$ cat src/rtl/nnss_pkg.sv
// ----------------------------------------------------------------------------
// nnss_pkg
// Shared types and constants for the nearest-neighbour scale stepper.
// ----------------------------------------------------------------------------
package nnss_pkg;

  // Default coordinate width (skip / error term); position is one bit wider.
  localparam int COORD_BITS_DEFAULT = 15;

  // Length registers are 16 bits wide.
  localparam int REG_W = 16;

  // APB map: word index taken from paddr[2].
  localparam int CFG_ADDR_W = 3;
  localparam int CFG_DATA_W = 32;
  localparam logic REG_IDX_SRC = 1'b0;
  localparam logic REG_IDX_DST = 1'b1;

  // Input op codes (carried in s_tuser).
  localparam logic OP_START   = 1'b0;
  localparam logic OP_ADVANCE = 1'b1;

  typedef enum logic [2:0] {
    ST_IDLE,
    ST_MUL,
    ST_DIV_N,
    ST_DIV_S,
    ST_DONE
  } nnss_state_t;

endpackage

$ cat src/rtl/nearest_neighbour_scale_stepper.sv
// ----------------------------------------------------------------------------
// nearest_neighbour_scale_stepper
// One axis of a nearest-neighbour scaler, stepped by an integer DDA.
// ----------------------------------------------------------------------------
// An advance beat (op = 1) moves one destination pixel; a new advance beat
// can be accepted every cycle while the serial unit is idle and the result
// beat is drained. A start beat (op = 0) runs through a single bit-serial
// unit that first forms source_length * skip by shift-and-add, then divides
// it by the clamped destination length in a restoring divider, then divides
// source_length by the same divisor, and hands the result over once the
// result register is free. The lengths are sampled at start; writes made
// later take effect at the next start. The result beat carries the source
// position (saturating at 2^(COORD_BITS+1)-1), the error term and a changed
// flag that is set after every start and whenever the position moved.
// ----------------------------------------------------------------------------
module nearest_neighbour_scale_stepper #(
  parameter int COORD_BITS = nnss_pkg::COORD_BITS_DEFAULT
) (
  input  logic                                    clk,
  input  logic                                    rst,
  // Input stream
  input  logic                                    s_tvalid,
  output logic                                    s_tready,
  // tdata: [COORD_BITS-1:0] skip, rest zero padding
  input  logic [((COORD_BITS+7)/8)*8-1:0]         s_tdata,
  // tuser: [0] op
  input  logic                                    s_tuser,
  // Result stream
  output logic                                    m_tvalid,
  input  logic                                    m_tready,
  // tdata: [COORD_BITS:0] position, then COORD_BITS bits error_term, padding
  output logic [((2*COORD_BITS+1+7)/8)*8-1:0]     m_tdata,
  // tuser: [0] changed
  output logic                                    m_tuser,
  // APB configuration port
  input  logic                                    psel,
  input  logic                                    penable,
  input  logic                                    pwrite,
  input  logic [nnss_pkg::CFG_ADDR_W-1:0]         paddr,
  input  logic [nnss_pkg::CFG_DATA_W-1:0]         pwdata,
  output logic [nnss_pkg::CFG_DATA_W-1:0]         prdata,
  output logic                                    pready
);

  localparam int CB     = COORD_BITS;
  localparam int PW     = COORD_BITS + 1;          // position width
  localparam int DW     = COORD_BITS + 1;          // divisor width
  localparam int RW     = nnss_pkg::REG_W;
  localparam int NW     = RW + COORD_BITS;         // product / dividend width
  localparam int CW     = $clog2(NW);
  localparam int XW     = (PW > RW) ? PW : RW;
  localparam int OUT_DW = ((2*COORD_BITS+1+7)/8)*8;

  // --------------------------------------------------------------------------
  // Configuration registers
  // --------------------------------------------------------------------------
  logic [RW-1:0] source_length;
  logic [RW-1:0] destination_length;
  logic          cfg_wr;

  assign pready = 1'b1;
  assign cfg_wr = psel && penable && pwrite && pready;

  always_ff @(posedge clk) begin
    if (rst) begin
      source_length      <= RW'(1);
      destination_length <= RW'(1);
    end else if (cfg_wr) begin
      if (paddr[2] == nnss_pkg::REG_IDX_SRC) begin
        source_length <= pwdata[RW-1:0];
      end else begin
        destination_length <= pwdata[RW-1:0];
      end
    end
  end

  always_comb begin
    if (paddr[2] == nnss_pkg::REG_IDX_SRC) begin
      prdata = nnss_pkg::CFG_DATA_W'(source_length);
    end else begin
      prdata = nnss_pkg::CFG_DATA_W'(destination_length);
    end
  end

  // --------------------------------------------------------------------------
  // Axis state
  // --------------------------------------------------------------------------
  nnss_pkg::nnss_state_t state, state_next;

  logic [PW-1:0] current_position;
  logic [CB-1:0] error_accumulator;
  logic [PW-1:0] whole_step;
  logic [CB-1:0] step_remainder;
  logic          previous_valid;   // previous position is always current_position
  logic [DW-1:0] div_lat;
  logic [RW-1:0] src_lat;

  // Serial unit
  logic [NW-1:0] dvd;              // product, then dividend shift register
  logic [CB-1:0] skip_sh;          // multiplier bits, MSB first
  logic [CB-1:0] rem;              // partial remainder
  logic [RW-1:0] quo;              // quotient shift register
  logic [CW-1:0] cnt;

  // Output register
  logic [PW-1:0] out_pos;
  logic [CB-1:0] out_err;
  logic          out_chg;

  // Handshake
  logic out_free;
  logic in_fire;
  logic start_fire;
  logic adv_fire;
  logic out_load;

  assign out_free   = !m_tvalid || m_tready;
  assign s_tready   = (state == nnss_pkg::ST_IDLE) && out_free;
  assign in_fire    = s_tvalid && s_tready;
  assign start_fire = in_fire && (s_tuser == nnss_pkg::OP_START);
  assign adv_fire   = in_fire && (s_tuser == nnss_pkg::OP_ADVANCE);
  assign out_load   = (state == nnss_pkg::ST_DONE) && out_free;

  // Saturate a 16-bit quotient to the position range.
  function automatic logic [PW-1:0] sat_q(input logic [RW-1:0] q);
    logic [XW-1:0] qx;
    logic [XW-1:0] mx;
    qx = XW'(q);
    mx = XW'({PW{1'b1}});
    return (qx > mx) ? {PW{1'b1}} : PW'(qx);
  endfunction

  // Divisor and skip clamps for a start beat
  logic [31:0]   dst_ext;
  logic [31:0]   div_max;
  logic [DW-1:0] div_c;
  logic [CB-1:0] skip_in;
  logic [CB-1:0] skip_c;

  assign dst_ext = 32'(destination_length);
  assign div_max = 32'(1) << CB;
  assign skip_in = s_tdata[CB-1:0];

  always_comb begin
    if (dst_ext == 32'd0) begin
      div_c = DW'(1);
    end else if (dst_ext > div_max) begin
      div_c = DW'(div_max);
    end else begin
      div_c = DW'(dst_ext);
    end
    skip_c = (DW'(skip_in) >= div_c) ? CB'(div_c - DW'(1)) : skip_in;
  end

  // One shift-and-add step
  logic [NW-1:0] prod_step;
  assign prod_step = (dvd << 1) + (skip_sh[CB-1] ? NW'(src_lat) : NW'(0));

  // One restoring division step
  logic [DW-1:0] trial;
  logic          q_bit;
  logic [CB-1:0] rem_step;
  logic [RW-1:0] quo_step;

  assign trial    = {rem, dvd[NW-1]};
  assign q_bit    = (trial >= div_lat);
  assign rem_step = CB'(q_bit ? (trial - div_lat) : trial);
  assign quo_step = {quo[RW-2:0], q_bit};

  // Advance: one DDA step
  logic [PW:0]   pos_sum;
  logic [DW-1:0] err_sum;
  logic          wrap;
  logic [PW:0]   pos_inc;
  logic [PW-1:0] pos_adv;
  logic [CB-1:0] err_adv;

  assign pos_sum = {1'b0, current_position} + {1'b0, whole_step};
  assign err_sum = {1'b0, error_accumulator} + {1'b0, step_remainder};
  assign wrap    = (err_sum >= div_lat);
  assign err_adv = CB'(wrap ? (err_sum - div_lat) : err_sum);
  assign pos_inc = pos_sum + (PW+1)'(wrap);
  assign pos_adv = pos_inc[PW] ? {PW{1'b1}} : pos_inc[PW-1:0];

  // Phase ends
  logic mul_last;
  logic divn_last;
  logic divs_last;

  assign mul_last  = (cnt == CW'(CB - 1));
  assign divn_last = (cnt == CW'(NW - 1));
  assign divs_last = (cnt == CW'(RW - 1));

  // --------------------------------------------------------------------------
  // Sequencer
  // --------------------------------------------------------------------------
  always_ff @(posedge clk) begin
    if (rst) begin
      state <= nnss_pkg::ST_IDLE;
    end else begin
      state <= state_next;
    end
  end

  always_comb begin
    state_next = state;
    case (state)
      nnss_pkg::ST_IDLE: begin
        if (start_fire) state_next = nnss_pkg::ST_MUL;
      end
      nnss_pkg::ST_MUL: begin
        if (mul_last) state_next = nnss_pkg::ST_DIV_N;
      end
      nnss_pkg::ST_DIV_N: begin
        if (divn_last) state_next = nnss_pkg::ST_DIV_S;
      end
      nnss_pkg::ST_DIV_S: begin
        if (divs_last) state_next = nnss_pkg::ST_DONE;
      end
      nnss_pkg::ST_DONE: begin
        if (out_free) state_next = nnss_pkg::ST_IDLE;
      end
      default: state_next = nnss_pkg::ST_IDLE;
    endcase
  end

  // --------------------------------------------------------------------------
  // Datapath
  // --------------------------------------------------------------------------
  always_ff @(posedge clk) begin
    if (rst) begin
      current_position  <= '0;
      error_accumulator <= '0;
      whole_step        <= '0;
      step_remainder    <= '0;
      previous_valid    <= 1'b0;
      div_lat           <= DW'(1);
      cnt               <= '0;
    end else begin
      case (state)
        nnss_pkg::ST_IDLE: begin
          if (start_fire) begin
            div_lat        <= div_c;
            src_lat        <= source_length;
            skip_sh        <= skip_c;
            dvd            <= '0;
            cnt            <= '0;
            previous_valid <= 1'b1;
          end else if (adv_fire) begin
            current_position  <= pos_adv;
            error_accumulator <= err_adv;
            previous_valid    <= 1'b1;
          end
        end
        nnss_pkg::ST_MUL: begin
          dvd     <= prod_step;
          skip_sh <= skip_sh << 1;
          if (mul_last) begin
            cnt <= '0;
            rem <= '0;
            quo <= '0;
          end else begin
            cnt <= cnt + CW'(1);
          end
        end
        nnss_pkg::ST_DIV_N: begin
          if (divn_last) begin
            current_position  <= sat_q(quo_step);
            error_accumulator <= rem_step;
            // reload with the source length, MSB-aligned, for the step divide
            dvd <= {src_lat, {CB{1'b0}}};
            rem <= '0;
            quo <= '0;
            cnt <= '0;
          end else begin
            rem <= rem_step;
            quo <= quo_step;
            dvd <= dvd << 1;
            cnt <= cnt + CW'(1);
          end
        end
        nnss_pkg::ST_DIV_S: begin
          rem <= rem_step;
          quo <= quo_step;
          dvd <= dvd << 1;
          cnt <= cnt + CW'(1);
          if (divs_last) begin
            whole_step     <= sat_q(quo_step);
            step_remainder <= rem_step;
          end
        end
        default: ;
      endcase
    end
  end

  // --------------------------------------------------------------------------
  // Result register
  // --------------------------------------------------------------------------
  always_ff @(posedge clk) begin
    if (rst) begin
      m_tvalid <= 1'b0;
    end else if (adv_fire || out_load) begin
      m_tvalid <= 1'b1;
    end else if (m_tready) begin
      m_tvalid <= 1'b0;
    end
  end

  always_ff @(posedge clk) begin
    if (adv_fire) begin
      out_pos <= pos_adv;
      out_err <= err_adv;
      out_chg <= !previous_valid || (pos_adv != current_position);
    end else if (out_load) begin
      out_pos <= current_position;
      out_err <= error_accumulator;
      out_chg <= 1'b1;
    end
  end

  assign m_tdata = OUT_DW'({out_err, out_pos});
  assign m_tuser = out_chg;

  // --------------------------------------------------------------------------
  // Assertions
  // --------------------------------------------------------------------------
  a_err_below_div: assert property (@(posedge clk) disable iff (rst)
    state == nnss_pkg::ST_IDLE |-> ({1'b0, error_accumulator} < div_lat))
    else $error("error term not below divisor");

  a_rem_below_div: assert property (@(posedge clk) disable iff (rst)
    state == nnss_pkg::ST_IDLE |-> ({1'b0, step_remainder} < div_lat))
    else $error("step remainder not below divisor");

  a_start_changed: assert property (@(posedge clk) disable iff (rst)
    out_load |=> (m_tvalid && m_tuser))
    else $error("start result without changed flag");

  a_div_nonzero: assert property (@(posedge clk) disable iff (rst)
    div_lat != '0)
    else $error("latched divisor is zero");

  a_busy_no_accept: assert property (@(posedge clk) disable iff (rst)
    start_fire |=> !s_tready)
    else $error("input accepted while serial unit busy");

endmodule
$ cat config.mk
export PLATFORM = sky130hd
export DESIGN_NAME = nearest_neighbour_scale_stepper
export DESIGN_NICKNAME = d
export VERILOG_FILES = /design/src/rtl/nnss_pkg.sv /design/src/rtl/nearest_neighbour_scale_stepper.sv
export SDC_FILE = /design/constraint.sdc
export NUM_CORES = 1
export LEC_CHECK = 0
export ABC_AREA = 0
export BUFFER_PORTS_ARGS = -buffer_cell sky130_fd_sc_hd__buf_4
export CAP_MARGIN = 20
export CORE_ASPECT_RATIO = 1.4
export CORE_UTILIZATION = 31
export DETAILED_ROUTE_END_ITERATION = 6
export HOLD_SLACK_MARGIN = 0.03
export PLACE_DENSITY_LB_ADDON = 0.25
export SYNTH_ARGS = -nofsm -noshare
export SYNTH_HDL_FRONTEND = slang
export SYNTH_SLANG_ARGS = --single-unit
$ cat constraint.sdc
create_clock -name clk -period 15.55 [get_ports clk]
set_input_delay 1.555 -clock clk [delete_from_list [all_inputs] [get_ports clk]]
set_output_delay 1.555 -clock clk [all_outputs]
set_load 0.01 [all_outputs]
# Yosys cells after proc, flatten, opt, wreduce, memory -nomap -nowiden
# Index checks and enable logic that the tools add are counted.
[totals] inputBits=59 ff_bits=244 output_inout_bits=68
[op_classes] n_eq_ne=15 order_cmp=5 n_addsub=8 muxes=48 bitwise_logic=3 reduce_logical=33
[op_table] cell="$mux W15" count=13
[op_table] cell="$mux W16" count=11
[op_table] cell="$pmux W31 S4" count=1
[op_table] cell="$pmux W15 S3" count=2
[op_table] cell="$mux W31" count=2
[op_table] cell="$pmux W15 S2" count=2
[op_table] cell="$ge A16 B16 Y1" count=2
[op_table] cell="$gt A16 B16 Y1 const B" count=2
[op_table] cell="$logic_not A32 Y1" count=1
[op_table] cell="$pmux W16 S2" count=1
[op_table] cell="$add A31 B16 Y31" count=1
[op_table] cell="$sub A15 B15 Y15" count=2
[op_table] cell="$pmux W5 S4" count=1
[op_table] cell="$add A16 B16 Y17" count=1
[op_table] cell="$add A17 B1 Y17" count=1
[op_table] cell="$add A15 B15 Y16" count=1
[op_table] cell="$ge A15 B16 Y1" count=1
[op_table] cell="$ne A16 B16 Y1" count=1
[op_table] cell="$mux W3" count=5
[op_table] cell="$mux W5" count=3
[op_table] cell="$pmux W3 S5" count=1
[op_table] cell="$sub A15 B1 Y15 const B" count=1
[op_table] cell="$ne A2 B2 Y1 const B" count=7
[op_table] cell="$reduce_and A2 Y1" count=6
[op_table] cell="18 further kinds" count=43

# Logic depth before layout (Yosys ltp)
[depth] depth_word=8 mapped_depth=29 ltp_nobuf=26

# Worst setup path after synthesis
# OpenSTA, ideal clock, no wires.
[synth_path] path_type="reg2reg" startpoint="register error_accumulator[1]" endpoint="register out_chg (netlist: m_tuser) (data pin)" path_stages_with_launch=28 path_buffers=3 setup_slack_ns=9.150 synth_period_minus_slack_ns=6.400 t_required_ns=15.278 arrival_time_ns=6.128 setup_ns=0.272 cell_sequence="dfxtp_1 -> ha_1 -> a211oi_1 -> nor2_1 -> o31a_1 -> o22a_1 -> a21o_1 -> a21oi_1 -> xnor2_1 -> ha_1 -> clkbuf_1 -> and4_1 -> and3_1 -> o2111ai_1 -> and3_1 -> clkbuf_1 -> buf_1 -> fa_1 -> fa_1 -> nor2b_1 -> o221a_4 -> o21ai_4 -> o221a_2 -> xor2_1 -> o2111ai_1 -> a2111oi_2 -> nand4_1 -> or4_1"
[synth_between] elab_chain_cells=7
[synth_rtl] item="from (decl)" line="nearest_neighbour_scale_stepper.sv:91" text="logic [CB-1:0] error_accumulator;"
[synth_rtl] item="from (signal assigned)" line="nearest_neighbour_scale_stepper.sv:251" text="error_accumulator <= err_adv;"
[synth_rtl] item="from (signal assigned)" line="nearest_neighbour_scale_stepper.sv:269" text="error_accumulator <= rem_step;"
[synth_rtl] item="$add A15 B15 Y16" line="nearest_neighbour_scale_stepper.sv:179" text="assign err_sum = {1'b0, error_accumulator} + {1'b0, step_remainder};"
[synth_rtl] item="$ge A16 B16 Y1" line="nearest_neighbour_scale_stepper.sv:180" text="assign wrap = (err_sum >= div_lat);"
[synth_rtl] item="$add A17 B1 Y17" line="nearest_neighbour_scale_stepper.sv:182" text="assign pos_inc = pos_sum + (PW+1)'(wrap);"
[synth_rtl] item="$mux W16" line="nearest_neighbour_scale_stepper.sv:183" text="assign pos_adv = pos_inc[PW] ? {PW{1'b1}} : pos_inc[PW-1:0];"
[synth_rtl] item="$ne A16 B16 Y1" line="nearest_neighbour_scale_stepper.sv:314" text="out_chg <= !previous_valid || (pos_adv != current_position);"
[synth_rtl] item="$logic_or A1 B1 Y1" line="nearest_neighbour_scale_stepper.sv:314"
[synth_rtl] item="$mux W1" line="nearest_neighbour_scale_stepper.sv:311" text="if (adv_fire) begin"
[synth_rtl] item="to (signal assigned)" line="nearest_neighbour_scale_stepper.sv:314"
[synth_rtl] item="to (decl)" line="nearest_neighbour_scale_stepper.sv:108" text="logic out_chg;"
# Every way passes these cells.
# A chain may end at the register's enable or synchronous reset.

# Worst setup path in the final report
[layout_path] startpoint="register error_accumulator[0]" endpoint="register out_chg (netlist: m_tuser) (data pin)"
# The elaborated chain is that of the path after synthesis.

==> flow_summary.ini <==
[setup_path]
crit_buf_inv = 0
cp_data_arrival_time_ns = 7.25
cp_common_cell = fa_1
critPathMaxFanout = 10
crit_family = compound AO/OA/AOI/OAI gates
cp.required_ns = 15.84
max_stage_delay_ns = 0.55
r2r_slack_ns = 8.59
crit_type = flop to flop
cp-end-kind = flop
startpoint_type = flop
slowest_stage = or4_1

[clock_tree]
ctsResizeCount = 0
cts_buffers = 27
clkLatencyLatePin_ns = 0.57
postCtsSetupRepairBufs = 0
cts_sinks = 244
cts.htree.levels = 1
cts_tree = yes
clk_path_buf_depth = 3
clkTransAtPathRegs_ns = 0.06
hold_buffers = 0
cts-root-buf = clkbuf_16

[flow_run]
max_cap_violations = 0

[placement]
hpwlAfterDp_um = 31230
routabilityCongestion = 0.8381
dp.cells = 2347
port_buffers = 89

[die]
dieArea_um2 = 49630
placementRows = 95
die_w_um = 188.6
core_area_um2 = 48020
start_util_pct = 31.46
die_h_um = 263.2
io_pins = 127

[global_route]
antenna_found_initial = 0
grt_overflow = 0
grt_max_degree = 69
grt.total_usage_pct = 17.00
grt_pass1_vias = 12490
grt_pass1_wl_um = 68170

[synthesis]
synth_ff_type = edfxtp_1
synth_edf_count = 124
synth-seq-cells = 244
async_flop_share_pct = 0
syn_area_per_cell_um2 = 8.913
netlist_area_um2 = 15110
yosysWarnings = 0
ys_seq_area_share_pct = 40.55
yosysUniqueCellTypes = 84
netlist_instances = 1695

[timing]
min_period_ns = 6.962
finClkSkew_ns = 0.02618
tightestPinTransition_ns = 1.042
finalHoldViolations = 0
drv_slew = 0
setup_viol = 0
relSlewSlack_pct = 30.55
period_share_pct = 44.77
clock.fmax_ghz = 0.1436
fin_setup_tns_ns = 0
rsz0062_at_grt = no

[route]
drt_iter0_drc = 832
wl_per_cell_um = 17.72
wirelength_um = 42490
post_drt_via_cell_ratio = 5.250
drc = 0
drtAntennaViolNets = 0
vias = 12590
detail_route.first_pass.iterations = 5

[cells_and_area]
finalNonFillerCells = 2398
antenna_cells = 0
syn_to_final_growth_pct = 14.58
drive_above_1_share_pct = 12.05
nets = 1908
layout_commonest_cell = nand2_1
final_cell_mix = nand2_1 (209), nor2_1 (183), a21oi_1 (161)

[power_and_ir_drop]
power_density_nw_per_um2 = 106.5
irDropWorstVdd_mv = 0.07497
power_mw = 1.843
total_leakage_power_nw = 6.729

[hold_path]
hold_path_class = flop to flop

[outcome]
status = completed
-- where the power goes --
part	leakage (nW)	switching [mW]	internal, mW
Sequential	2.13	0.0202	0.710
Combinational	4.17	0.266	0.191
Clock	0.428	0.284	0.372
-- sequential cells by signal (all words and copies together) (netlist names), 16 cells and up --
signal              cells
current_position       16
destination_length     16
div_lat                16
dvd                    31
out_pos                16
source_length          16
src_lat                16
whole_step             16
-- path summary, 6_finish.rpt --
check | start | to | depth (start not counted)
max | error_accumulator[0]$_SDFFE_PP0P_ | m_tuser$_SDFFCE_PN1P_ | 26
min | source_length[15]$_SDFFE_PP0P_ | src_lat[15]$_DFFE_PP_ | 0
max reg2reg | error_accumulator[0]$_SDFFE_PP0P_ | m_tuser$_SDFFCE_PN1P_ | 26
min reg2reg | source_length[15]$_SDFFE_PP0P_ | src_lat[15]$_DFFE_PP_ | 0
-- layout make-up --
cell class	count	area [um^2]
Fill cell	4975	30710
Multi-Input combinational cell	1318	8447
Sequential cell	244	6126
Timing Repair Buffer	111	884.6
Tap cell	630	788.3
Clock buffer	30	686.9
Clock inverter	20	207.7
Inverter	45	168.9
-- stage by stage --
| stage | instance area [um^2] | worst slack (ns) | hold slack [ns] | utilization (%) |
|---|---|---|---|---|
| 6_report | 17310 | 8.588 | 0.4491 | 36.04 |
| 5_1_grt | 17310 | 8.149 | 0.4684 | 36.04 |
| 4_1_cts | 17280 | 8.598 | 0.4533 | 35.99 |
| 3_5_place_dp | 16390 | 8.648 | 0.4396 | 34.12 |
| 3_3_place_gp | 16330 | 8.621 | 0.4349 | 34.01 |
| 2_1_floorplan | 15170 | 9.150 | 0.4261 | - |
-- cell usage after synthesis, types with 9 or more instances --
library cell,count,share of area (%)
nor2b_1,13,0.54
nand2_1,209,5.2
inv_1,45,1.1
edfxtp_1,124,25
a31oi_1,10,0.41
ha_1,96,8.0
mux2i_1,27,1.8
a211oi_1,40,2.0
nor2_1,185,4.6
and3_1,19,0.79
o21a_1,13,0.65
nand3b_1,10,0.50
o21ai_0,101,3.3
mux2_2,20,1.5
nand2b_1,15,0.62
or3_1,9,0.37
nand4_1,13,0.54
xnor2_1,43,2.5
xor2_1,33,1.9
and2_1,39,1.6
dfxtp_1,120,16
o211ai_1,10,0.50
clkbuf_1,71,1.8
buf_4,19,0.94
nor3_1,24,0.80
nand3_1,30,0.99
a21oi_1,161,5.3
a21o_1,44,2.2
-- cells by family after synthesis --
kind of cell / count (synthesis) / synth area share, %
xor gates and xnor gates: 76 / 4.406
DFF: 244 / 40.55
and+or+nand+nor: 594 / 18.04
AOI/OAI and AO/OA: 481 / 20.66
other: 2 / 0.04971
muxes: 47 / 3.280
adders and majority gates: 102 / 8.746
buffers and inverters: 149 / 4.274
-- metal layers --
| layer | GRT usage (%) | vias up | part of all wire [%] | wire [um] |
|---|---|---|---|---|
| li1 | - | 6213 | - | - |
| met1 | 20.79 | 6010 | 43 | 18070 |
| met2 | 30.32 | 302 | 50 | 21240 |
| met3 | 2.160 | 65 | 4.3 | 1815 |
| met4 | 5.972 | 0 | 3.2 | 1361 |
| met5 | 0 | - | 0 | 0 |
No activity file was read; power rests on OpenSTA's default activity.
